## config.mk

```make
export PLATFORM = sky130hd
export DESIGN_NAME = request_timeout_table
export DESIGN_NICKNAME = d
export VERILOG_FILES = /design/src/rtl/rtt_pkg.sv /design/src/rtl/request_timeout_table.sv /design/src/rtl/rtt_store.sv
export SDC_FILE = /design/constraint.sdc
export NUM_CORES = 2
export LEC_CHECK = 0
export BUFFER_PORTS_ARGS = -buffer_cell sky130_fd_sc_hd__buf_2
export CORE_UTILIZATION = 30
export CTS_BUF_LIST = sky130_fd_sc_hd__clkbuf_4
export DETAILED_ROUTE_END_ITERATION = 12
export PLACE_DENSITY = 0.57
export SETUP_SLACK_MARGIN = 0.02
export SYNTH_ARGS = -nofsm -noshare
export SYNTH_HDL_FRONTEND = slang
export SYNTH_SLANG_ARGS = --single-unit
```

## constraint.sdc

```tcl
create_clock -name clk_i -period 5.6 [get_ports clk_i]
set_input_delay 1.12 -clock clk_i [delete_from_list [all_inputs] [get_ports clk_i]]
set_output_delay 1.12 -clock clk_i [all_outputs]
set_load 0.01 [all_outputs]
```

## src/rtl/rtt_pkg.sv

```systemverilog
// Shared types and constants for the request timeout table.
`timescale 1ns / 1ps

package rtt_pkg;

  localparam int unsigned TABLE_DEPTH_DEFAULT = 16;
  localparam int unsigned SEQ_W               = 32;
  localparam int unsigned TIME_W              = 32;
  localparam int unsigned TIMEOUT_W           = 16;
  localparam int unsigned CMD_W               = 3;
  localparam int unsigned STATUS_W            = 2;

  localparam logic [TIMEOUT_W-1:0] TIMEOUT_RESET = 16'd5;

  typedef enum logic [CMD_W-1:0] {
    CMD_TICK          = 3'd0,
    CMD_ADD           = 3'd1,
    CMD_REMOVE        = 3'd2,
    CMD_QUERY_PRESENT = 3'd3,
    CMD_QUERY_TIMEOUT = 3'd4
  } cmd_e;

  typedef enum logic [STATUS_W-1:0] {
    ST_OK        = 2'd0,
    ST_NOT_FOUND = 2'd1,
    ST_FULL      = 2'd2,
    ST_EMPTY     = 2'd3
  } status_e;

  typedef enum logic [2:0] {
    S_IDLE,
    S_TICK_CHK,
    S_SCAN,
    S_ADVANCE,
    S_RESP
  } state_e;

  // One table entry as held in the memory.
  typedef struct packed {
    logic [TIME_W-1:0] deadline;
    logic [SEQ_W-1:0]  seq;
  } entry_t;

endpackage

```

## src/rtl/request_timeout_table.sv

```systemverilog
// Request timeout table: ring of outstanding sequence numbers with deadlines.
`timescale 1ns / 1ps
// Path from input transfer to result in the output register: add, unknown and
// empty-table commands go to S_RESP; tick via S_TICK_CHK, query via S_SCAN,
// remove via S_SCAN and, after a hit leaving entries, S_ADVANCE. One command is
// in work at a time; the scan reads the memory one slot per cycle via one read port.
// Reset clears the valid flags, pointers, count and time at once; entry memory
// contents stay undefined and are never read without a set valid flag.

module request_timeout_table #(
  parameter int unsigned TABLE_DEPTH = rtt_pkg::TABLE_DEPTH_DEFAULT,
  localparam int unsigned SLOT_W     = $clog2(TABLE_DEPTH),
  localparam int unsigned CNT_W      = $clog2(TABLE_DEPTH + 1),
  localparam int unsigned OUT_BITS   = rtt_pkg::STATUS_W + 3 + CNT_W,
  localparam int unsigned OUT_DATA_W = ((OUT_BITS + 7) / 8) * 8
) (
  input  logic                          clk_i,
  input  logic                          rst_ni,
  // Configuration: timeout_ticks
  input  logic                          cfg_valid_i,
  output logic                          cfg_ready_o,
  input  logic [rtt_pkg::TIMEOUT_W-1:0] cfg_data_i,
  // Command stream
  input  logic                          s_axis_tvalid,
  output logic                          s_axis_tready,
  input  logic [rtt_pkg::SEQ_W-1:0]     s_axis_tdata,  // [31:0] seq_num
  input  logic [rtt_pkg::CMD_W-1:0]     s_axis_tuser,  // [2:0] command
  // Result stream
  output logic                          m_axis_tvalid,
  input  logic                          m_axis_tready,
  // from bit 0: status(2), present(1), timed_out(1), oldest_expired(1),
  // entry_count(CNT_W), zero padding
  output logic [OUT_DATA_W-1:0]         m_axis_tdata
);

  localparam logic [CNT_W-1:0]  FULL_COUNT = CNT_W'(TABLE_DEPTH);
  localparam logic [SLOT_W-1:0] LAST_SLOT  = SLOT_W'(TABLE_DEPTH - 1);

  rtt_pkg::state_e  state_q, state_d;
  rtt_pkg::cmd_e    cmd_q, cmd_d, in_cmd;
  logic [rtt_pkg::SEQ_W-1:0]     seq_q, seq_d;
  logic [rtt_pkg::TIME_W-1:0]    time_q, time_d;
  logic [rtt_pkg::TIMEOUT_W-1:0] timeout_q, timeout_d;
  logic [SLOT_W-1:0] oldest_q, oldest_d;
  logic [SLOT_W-1:0] append_q, append_d;
  logic [CNT_W-1:0]  count_q, count_d;

  // Scan bookkeeping
  logic [SLOT_W-1:0] scan_slot_q, scan_slot_d;
  logic [SLOT_W-1:0] pend_slot_q, pend_slot_d;
  logic [CNT_W-1:0]  issued_q, issued_d;
  logic              pend_q, pend_d;

  // Pending result
  rtt_pkg::status_e  status_q, status_d;
  logic              present_q, present_d;
  logic              tmo_q, tmo_d;
  logic              oexp_q, oexp_d;

  // Output register
  logic                  m_valid_q, m_valid_d;
  logic [OUT_DATA_W-1:0] m_data_q, m_data_d;

  // Store interface
  logic                   wr_en;
  rtt_pkg::entry_t        wr_entry;
  logic                   clr_en;
  logic [SLOT_W-1:0]      rd_slot;
  rtt_pkg::entry_t        rd_entry;
  logic [TABLE_DEPTH-1:0] valid;

  logic                      in_xfer;
  logic                      is_query;
  logic                      hit;
  logic                      scan_miss;
  logic                      resp_free;
  logic [rtt_pkg::TIME_W-1:0] age;
  logic                      reached;
  logic                      past;

  rtt_store #(
    .TABLE_DEPTH(TABLE_DEPTH)
  ) u_store (
    .clk_i      (clk_i),
    .rst_ni     (rst_ni),
    .wr_en_i    (wr_en),
    .wr_slot_i  (append_q),
    .wr_entry_i (wr_entry),
    .clr_en_i   (clr_en),
    .clr_slot_i (pend_slot_q),
    .rd_slot_i  (rd_slot),
    .rd_entry_o (rd_entry),
    .valid_o    (valid)
  );

  assign s_axis_tready = (state_q == rtt_pkg::S_IDLE);
  assign cfg_ready_o   = (state_q == rtt_pkg::S_IDLE);
  assign in_xfer       = s_axis_tvalid && s_axis_tready;
  assign in_cmd        = rtt_pkg::cmd_e'(s_axis_tuser);

  assign is_query = (cmd_q == rtt_pkg::CMD_QUERY_PRESENT) ||
                    (cmd_q == rtt_pkg::CMD_QUERY_TIMEOUT);

  // Compare the entry read in the previous cycle; a miss is known once the
  // last slot of the ring has been compared.
  assign hit       = pend_q && valid[pend_slot_q] && (rd_entry.seq == seq_q);
  assign scan_miss = !hit && (issued_q == FULL_COUNT);

  // Wrapping time: reached when current time minus deadline is below half range.
  assign age     = time_q - rd_entry.deadline;
  assign reached = !age[rtt_pkg::TIME_W-1];
  assign past    = reached && (age != '0);

  assign resp_free = !m_valid_q || m_axis_tready;

  assign wr_entry.seq      = seq_d;
  assign wr_entry.deadline = time_q + rtt_pkg::TIME_W'(timeout_q);

  // Next state
  always_comb begin
    state_d = state_q;
    unique case (state_q)
      rtt_pkg::S_IDLE: begin
        if (in_xfer) begin
          if (in_cmd == rtt_pkg::CMD_TICK && count_q != '0) begin
            state_d = rtt_pkg::S_TICK_CHK;
          end else if ((in_cmd == rtt_pkg::CMD_REMOVE ||
                        in_cmd == rtt_pkg::CMD_QUERY_PRESENT ||
                        in_cmd == rtt_pkg::CMD_QUERY_TIMEOUT) && count_q != '0) begin
            state_d = rtt_pkg::S_SCAN;
          end else begin
            state_d = rtt_pkg::S_RESP;
          end
        end
      end
      rtt_pkg::S_TICK_CHK: state_d = rtt_pkg::S_RESP;
      rtt_pkg::S_SCAN: begin
        if (hit) begin
          if (!is_query && count_q != CNT_W'(1)) begin
            state_d = rtt_pkg::S_ADVANCE;
          end else begin
            state_d = rtt_pkg::S_RESP;
          end
        end else if (scan_miss) begin
          state_d = rtt_pkg::S_RESP;
        end
      end
      rtt_pkg::S_ADVANCE: begin
        if (valid[oldest_q]) begin
          state_d = rtt_pkg::S_RESP;
        end
      end
      rtt_pkg::S_RESP: begin
        if (resp_free) begin
          state_d = rtt_pkg::S_IDLE;
        end
      end
      default: state_d = rtt_pkg::S_IDLE;
    endcase
  end

  // Datapath and outputs
  always_comb begin
    cmd_d       = cmd_q;
    seq_d       = seq_q;
    time_d      = time_q;
    timeout_d   = timeout_q;
    oldest_d    = oldest_q;
    append_d    = append_q;
    count_d     = count_q;
    scan_slot_d = scan_slot_q;
    pend_slot_d = pend_slot_q;
    issued_d    = issued_q;
    pend_d      = pend_q;
    status_d    = status_q;
    present_d   = present_q;
    tmo_d       = tmo_q;
    oexp_d      = oexp_q;
    m_valid_d   = m_valid_q && !m_axis_tready;
    m_data_d    = m_data_q;
    wr_en       = 1'b0;
    clr_en      = 1'b0;
    rd_slot     = oldest_q;

    if (cfg_valid_i && cfg_ready_o) begin
      timeout_d = cfg_data_i;
    end

    unique case (state_q)
      rtt_pkg::S_IDLE: begin
        if (in_xfer) begin
          cmd_d       = in_cmd;
          seq_d       = s_axis_tdata;
          status_d    = rtt_pkg::ST_OK;
          present_d   = 1'b0;
          tmo_d       = 1'b0;
          oexp_d      = 1'b0;
          scan_slot_d = oldest_q;
          issued_d    = '0;
          pend_d      = 1'b0;
          unique case (in_cmd)
            rtt_pkg::CMD_TICK: begin
              // Advance time; the oldest entry is read now and checked next cycle.
              time_d = time_q + 1'b1;
              if (count_q == '0) begin
                status_d = rtt_pkg::ST_EMPTY;
              end
            end
            rtt_pkg::CMD_ADD: begin
              // Full when the count is at depth or the tail slot is still held.
              if (count_q == FULL_COUNT || valid[append_q]) begin
                status_d = rtt_pkg::ST_FULL;
              end else begin
                wr_en    = 1'b1;
                append_d = (append_q == LAST_SLOT) ? '0 : append_q + 1'b1;
                count_d  = count_q + 1'b1;
                if (count_q == '0) begin
                  oldest_d = append_q;
                end
              end
            end
            rtt_pkg::CMD_REMOVE,
            rtt_pkg::CMD_QUERY_PRESENT,
            rtt_pkg::CMD_QUERY_TIMEOUT: begin
              if (count_q == '0) begin
                status_d = rtt_pkg::ST_EMPTY;
                tmo_d    = (in_cmd != rtt_pkg::CMD_REMOVE);
              end
            end
            default: ;
          endcase
        end
      end

      rtt_pkg::S_TICK_CHK: begin
        oexp_d = valid[oldest_q] && past;
      end

      rtt_pkg::S_SCAN: begin
        // Issue one read per cycle from the oldest slot around the ring.
        rd_slot = scan_slot_q;
        if (issued_q != FULL_COUNT) begin
          scan_slot_d = (scan_slot_q == LAST_SLOT) ? '0 : scan_slot_q + 1'b1;
          issued_d    = issued_q + 1'b1;
          pend_d      = 1'b1;
          pend_slot_d = scan_slot_q;
        end else begin
          pend_d = 1'b0;
        end
        if (hit) begin
          if (is_query) begin
            present_d = 1'b1;
            tmo_d     = reached;
          end else begin
            clr_en  = 1'b1;
            count_d = count_q - 1'b1;
            if (count_q == CNT_W'(1)) begin
              oldest_d = append_q;
            end
          end
        end else if (scan_miss) begin
          status_d = rtt_pkg::ST_NOT_FOUND;
          tmo_d    = is_query;
        end
      end

      rtt_pkg::S_ADVANCE: begin
        // Step the oldest pointer past slots that are no longer held.
        if (!valid[oldest_q]) begin
          oldest_d = (oldest_q == LAST_SLOT) ? '0 : oldest_q + 1'b1;
        end
      end

      rtt_pkg::S_RESP: begin
        if (resp_free) begin
          m_valid_d = 1'b1;
          m_data_d  = OUT_DATA_W'({count_q, oexp_q, tmo_q, present_q, status_q});
        end
      end

      default: ;
    endcase
  end

  always_ff @(posedge clk_i or negedge rst_ni) begin
    if (!rst_ni) begin
      state_q   <= rtt_pkg::S_IDLE;
      time_q    <= '0;
      timeout_q <= rtt_pkg::TIMEOUT_RESET;
      oldest_q  <= '0;
      append_q  <= '0;
      count_q   <= '0;
      issued_q  <= '0;
      pend_q    <= 1'b0;
      m_valid_q <= 1'b0;
    end else begin
      state_q   <= state_d;
      time_q    <= time_d;
      timeout_q <= timeout_d;
      oldest_q  <= oldest_d;
      append_q  <= append_d;
      count_q   <= count_d;
      issued_q  <= issued_d;
      pend_q    <= pend_d;
      m_valid_q <= m_valid_d;
    end
  end

  // Payload registers
  always_ff @(posedge clk_i) begin
    cmd_q       <= cmd_d;
    seq_q       <= seq_d;
    scan_slot_q <= scan_slot_d;
    pend_slot_q <= pend_slot_d;
    status_q    <= status_d;
    present_q   <= present_d;
    tmo_q       <= tmo_d;
    oexp_q      <= oexp_d;
    m_data_q    <= m_data_d;
  end

  assign m_axis_tvalid = m_valid_q;
  assign m_axis_tdata  = m_data_q;

endmodule

```

## src/rtl/rtt_store.sv

```systemverilog
// Entry memory with registered read and per-slot valid flags.
`timescale 1ns / 1ps

module rtt_store #(
  parameter int unsigned TABLE_DEPTH = rtt_pkg::TABLE_DEPTH_DEFAULT,
  localparam int unsigned SLOT_W     = $clog2(TABLE_DEPTH)
) (
  input  logic                   clk_i,
  input  logic                   rst_ni,
  input  logic                   wr_en_i,
  input  logic [SLOT_W-1:0]      wr_slot_i,
  input  rtt_pkg::entry_t        wr_entry_i,
  input  logic                   clr_en_i,
  input  logic [SLOT_W-1:0]      clr_slot_i,
  input  logic [SLOT_W-1:0]      rd_slot_i,
  output rtt_pkg::entry_t        rd_entry_o,
  output logic [TABLE_DEPTH-1:0] valid_o
);

  rtt_pkg::entry_t        mem [TABLE_DEPTH];
  rtt_pkg::entry_t        rd_entry_q;
  logic [TABLE_DEPTH-1:0] valid_q;
  logic [TABLE_DEPTH-1:0] valid_d;

  always_ff @(posedge clk_i) begin
    if (wr_en_i) begin
      mem[wr_slot_i] <= wr_entry_i;
    end
    rd_entry_q <= mem[rd_slot_i];
  end

  always_comb begin
    valid_d = valid_q;
    if (clr_en_i) begin
      valid_d[clr_slot_i] = 1'b0;
    end
    if (wr_en_i) begin
      valid_d[wr_slot_i] = 1'b1;
    end
  end

  always_ff @(posedge clk_i or negedge rst_ni) begin
    if (!rst_ni) begin
      valid_q <= '0;
    end else begin
      valid_q <= valid_d;
    end
  end

  assign rd_entry_o = rd_entry_q;
  assign valid_o    = valid_q;

endmodule

```

==> results.md <==
- The proportion of register bits with asynchronous set or reset after synthesis is between 7 and 8%.
- Along the worst hold path, the cell count comes to 2.
- IR analysis of the VDD net gives a maximum drop of 0.5321 mV.
- The die boundary height is around 410 um.
- Summed over all layers, the routed wires come to 128400 um.
- In this run the critical register-to-register path is captured at u_store.mem[9][46].
- The max-slew violation total from the final report was 0.
- Buffers inserted during clock tree synthesis total between 300 and 400.
- The via count of the first global-routing pass is ~29000.
- The peak fanout along the critical path is 15.
- The number of setup buffers added after CTS is 0.
- The Yosys step of the flow raised 0 warnings.
- The data required time at the worst endpoint is 6.44 ns.
- The power share of the clock group is 27.2%.
- The sequential cell area fraction in the yosys report is 70.71%.
- The length of the first detailed-routing pass in iterations is 5.
- In the final design database the tool counted about 3400 nets.
- The transition time of the tightest slew-check pin is 1.475 ns.
- Excluding fillers, the count of instances in the completed layout stands at ~5700.
- The final setup violation count is 0.
- Input and output buffers added on the ports amount to 68.
- The largest single stage delay on the critical path is 0.81 ns.
- The most used flip-flop cell after synthesis is edfxtp_1.
- The total core area is 0.1670 mm2.
- The critical path class is reg -> reg.
- The clock transition at the registers of the reported paths is 0.07 ns.
- The cell with the most instances after synthesis is edfxtp_1.
- Global routing finished with a remaining overflow of 0.
- The tree is rooted in a clkbuf_4.
- The final RePlAce weighted congestion is 0.8550.
- Power comes to between 20000 and 30000 uW.
- Adding up every negative setup slack in the final design gives 0 ns.
- The number of antenna violations at the first check in global routing came to 11.
- The flip-flop and latch count after synthesis is about 1200.
- The layout overhead on the synthesized area is 14.91%.
- The analysis attributes to net switching a power of 9262 uW.
- The critical path startpoint category is a flop.
- The maximum clock rate is around 0.23 GHz.
- After synthesis, the mean cell area works out to 16.89 um2.
- The endpoint with the worst hold slack is timeout_q[14].
- The final hold violation count is 0.
- The finished cells cover slightly below 0.06 mm2.
- The number of stages on the worst setup path is 8.
- In this run the remaining antenna-violating nets after routing total 0.
- The worst register-to-register path begins at append_q[2].
- The switching portion of total power is around a third.
- Summed over all instances, the cell type with the most area after synthesis is edfxtp_1.
- The cell class contributing the biggest share of worst-path delay is simple AND/OR/NAND/NOR gates.
- In this run the cell area of the synthesized design comes to 0.05039 mm2.
- The worst slew slack as a fraction of its limit is under 10%.
- The first global-routing pass estimated 190500 um of wire.
- Data on the critical path arrives at its endpoint at 5.26 ns.
- No sink is reached through more buffers than the 4 on the longest clock path.
- The CTS H-tree depth is 5.
- The total instance count after detailed placement is 5174.
- The flow ran to the end, and the final reports show no timing, DRC or antenna violations.
- The clock net in this run drives a total of roughly 1200 sinks.
- Power spread over the standard cell area amounts to 492.8 mW/mm2.
- The maximum number of pins on one net before global-route repair is 123.
- TritonCTS built the clock tree.
- The hold-fix buffer count after cts is 1.
- The internal power consumption is around 19000 uW.
- The routed length per placed instance is 22.39 um.
- The number of DRC violations after detailed routing is 0.
- After technology mapping, the gate count stands at approximately 3000.
- The post-route netlist has 27.42% of its cells at a drive strength greater than 1.
- Registers are responsible for 42.7% of the overall power.
- The worst register-to-register path has a depth of 8.
- Counting I/O delays and the setup requirement, the final critical path takes 4.427 ns.
- The endpoint type of the worst setup path is a flop.
- Ranked by total cell area, the synthesized netlist is headed by edfxtp_1 (63%), mux4_2 (12%), dfrtp_1 (4.2%).
- The clock latency reported for the late side of the worst-skew pair is around 1.2 ns.
- The total half-perimeter wirelength after legalization and detailed placement is 69480 um.
- The number of gates resized after CTS was 0.
- The floorplan step set the die width to 411.8 um.
- The leakage power figure is 0.02049 uW.
- In this run, distinct cell masters in the synthesized netlist total 77.
- The period utilization is 79.05%.
- Global routing used roughly 15% of the available tracks.
- In this run the biggest area consumer among cell types represents 62.57% of the synthesized area.
- The combinational share of power is a little under a third.
- The max-capacitance violation count is 0.
- Among all stages on the critical path, the largest delay is contributed by nor2_4.
- The tightest min-delay check is of the in -> reg type.
- The synthesized design contains 1050 enable-type register cells.
- The clock arrives with 0.09847 ns of skew.
- Setup repair after global routing left no endpoint under its margin.
- The filler cells instantiated in the layout total 16040.
- Summing all placed instances gives a cell area of 0.05385 mm2.
- The buffers plus inverters on the worst setup path is 1.
- The worst register-to-register path has a setup slack of between 1 and 1.5 ns.
- The number of design-rule violations left by the first detailed-router iteration is between 2000 and 2500.
- The count of standard-cell rows is 150.
- The detailed-route via count is 28620.
- The initial cell density of the core is 30.17%.
- The area enclosed by the die boundary is 0.1696 mm2.
- During I/O placement, the number of pins put on the boundary was 75.
- The signal on the critical path passes through or2_0, nor2b_1, a311oi_1, nand2_1, nor4_4, nand2_2, nor2_4, buf_4.
- The critical hold path startpoint is cfg_data_i[14].
- Sorting the synthesized cells by how often they occur yields edfxtp_1 (1050), nand2_1 (302), mux4_2 (270), dfxtp_1 (96), clkbuf_1 (91).
- The via-per-instance ratio is 4.991.
-- routing by layer --
metal	vias up	track usage (%)	part of all wire (%)
li1	12590	-	-
met1	14800	21.34	45
met2	1038	23.15	46
met3	189	3.441	7.0
met4	2	4.756	1.9
met5	-	0	0.010
-- metrics by stage --
| stage | utilization, % | hold WS, ns | setup slack (ns) |
|---|---|---|---|
| 2_1_floorplan | - | 0.4003 | 0.1154 |
| 3_3_place_gp | 32.24 | 0.4583 | 1.290 |
| 3_5_place_dp | 32.24 | 0.4625 | 1.243 |
| 4_1_cts | 34.66 | 0.004460 | 1.163 |
| 5_1_grt | 34.66 | 0.06947 | 0.8980 |
| 6_report | 34.66 | 0.1755 | 1.173 |
-- logic make-up after synthesis --
family	synth area share, %
buffers and inverters	1.793
multiplexers	12.59
flip-flops	70.71
other	0.007442
AND/OR/NAND/NOR	6.421
XOR/XNOR	1.860
AO/OA/AOI/OAI	5.073
adder cells (fa/ha/maj)	1.544
-- worst reg2reg max path, delay by kind of cell (launching register included) --
kind	cells	cell delay, ns
AND/OR/NAND/NOR	6	2.79
flip-flops	1	0.49
AO/OA/AOI/OAI	1	0.43
buffers and inverters	1	0.35
-- worst max path at each step --
stage / endpoint / from / slack [ns]
floorplan: u_store.mem[11][0] / append_q[0] / 0.12
global placement: u_store.mem[9][43] / append_q[2] / 1.29
detailed placement: u_store.mem[9][43] / append_q[2] / 1.24
CTS: u_store.mem[9][46] / append_q[2] / 1.16
global route: u_store.mem[9][46] / append_q[2] / 0.90
finish: u_store.mem[9][46] / append_q[2] / 1.17
-- registers in the layout, summed over array words and instances (netlist names), 2 cells and up --
name,flops
scan_slot_q,4
append_q,4
pend_slot_q,4
state_q,3
count_q,5
timeout_q,16
time_q,32
m_axis_tdata,10
u_store.valid_o,16
oldest_q,4
u_store.rd_entry_o,64
u_store.mem,1024
cmd_q,3
status_q,2
issued_q,5
seq_q,32
-- cell usage in the layout, fill, tap and decap left out, types with 7 or more instances in the layout --
cell,count
a31oi_1,74
nor2_4,17
nor3_1,30
o211ai_1,10
nand2b_1,21
inv_2,9
clkbuf_4,479
dfrtp_1,85
a211oi_1,71
inv_1,68
a21oi_1,75
and2_1,73
xor2_1,47
nand3_1,40
edfxtp_1,1050
or3_1,8
o21a_1,9
o21ai_1,16
buf_2,67
o311ai_0,7
clkinv_1,57
xnor2_1,59
mux4_2,270
nor4_1,11
o21ai_0,57
nand4_1,30
buf_12,27
nor2b_1,10
clkinv_2,7
buf_4,37
a21o_1,16
ha_1,59
nand2_1,301
mux2_2,18
and3_1,18
or2_2,8
dfxtp_1,96
a311o_1,7
nor2_1,74
-- power by group through the flow --
stage | combinational (uW) | clock [uW] | sequential (uW)
after floorplan | 6190 | 0 | 12100
after global placement | 8640 | 0 | 12400
after global routing | 9360 | 8490 | 12300
final | 8570 | 7770 | 12200
after CTS | 8700 | 8010 | 12200
after detailed placement | 8670 | 0 | 12400
-- final cells by class --
class                      count  area [um2]  area share [%]
clock inverter                77       432.9          0.7477
clock buffer                 479        3596           6.210
tap                         2204        2758           4.763
antenna                        4       10.01         0.01729
multi-input combinational   1536       14050           24.26
sequential                  1233       35630           61.54
timing repair buffer         132        1164           2.010
inverter                      70       262.8          0.4538
Power figures use the tool's default switching activity.
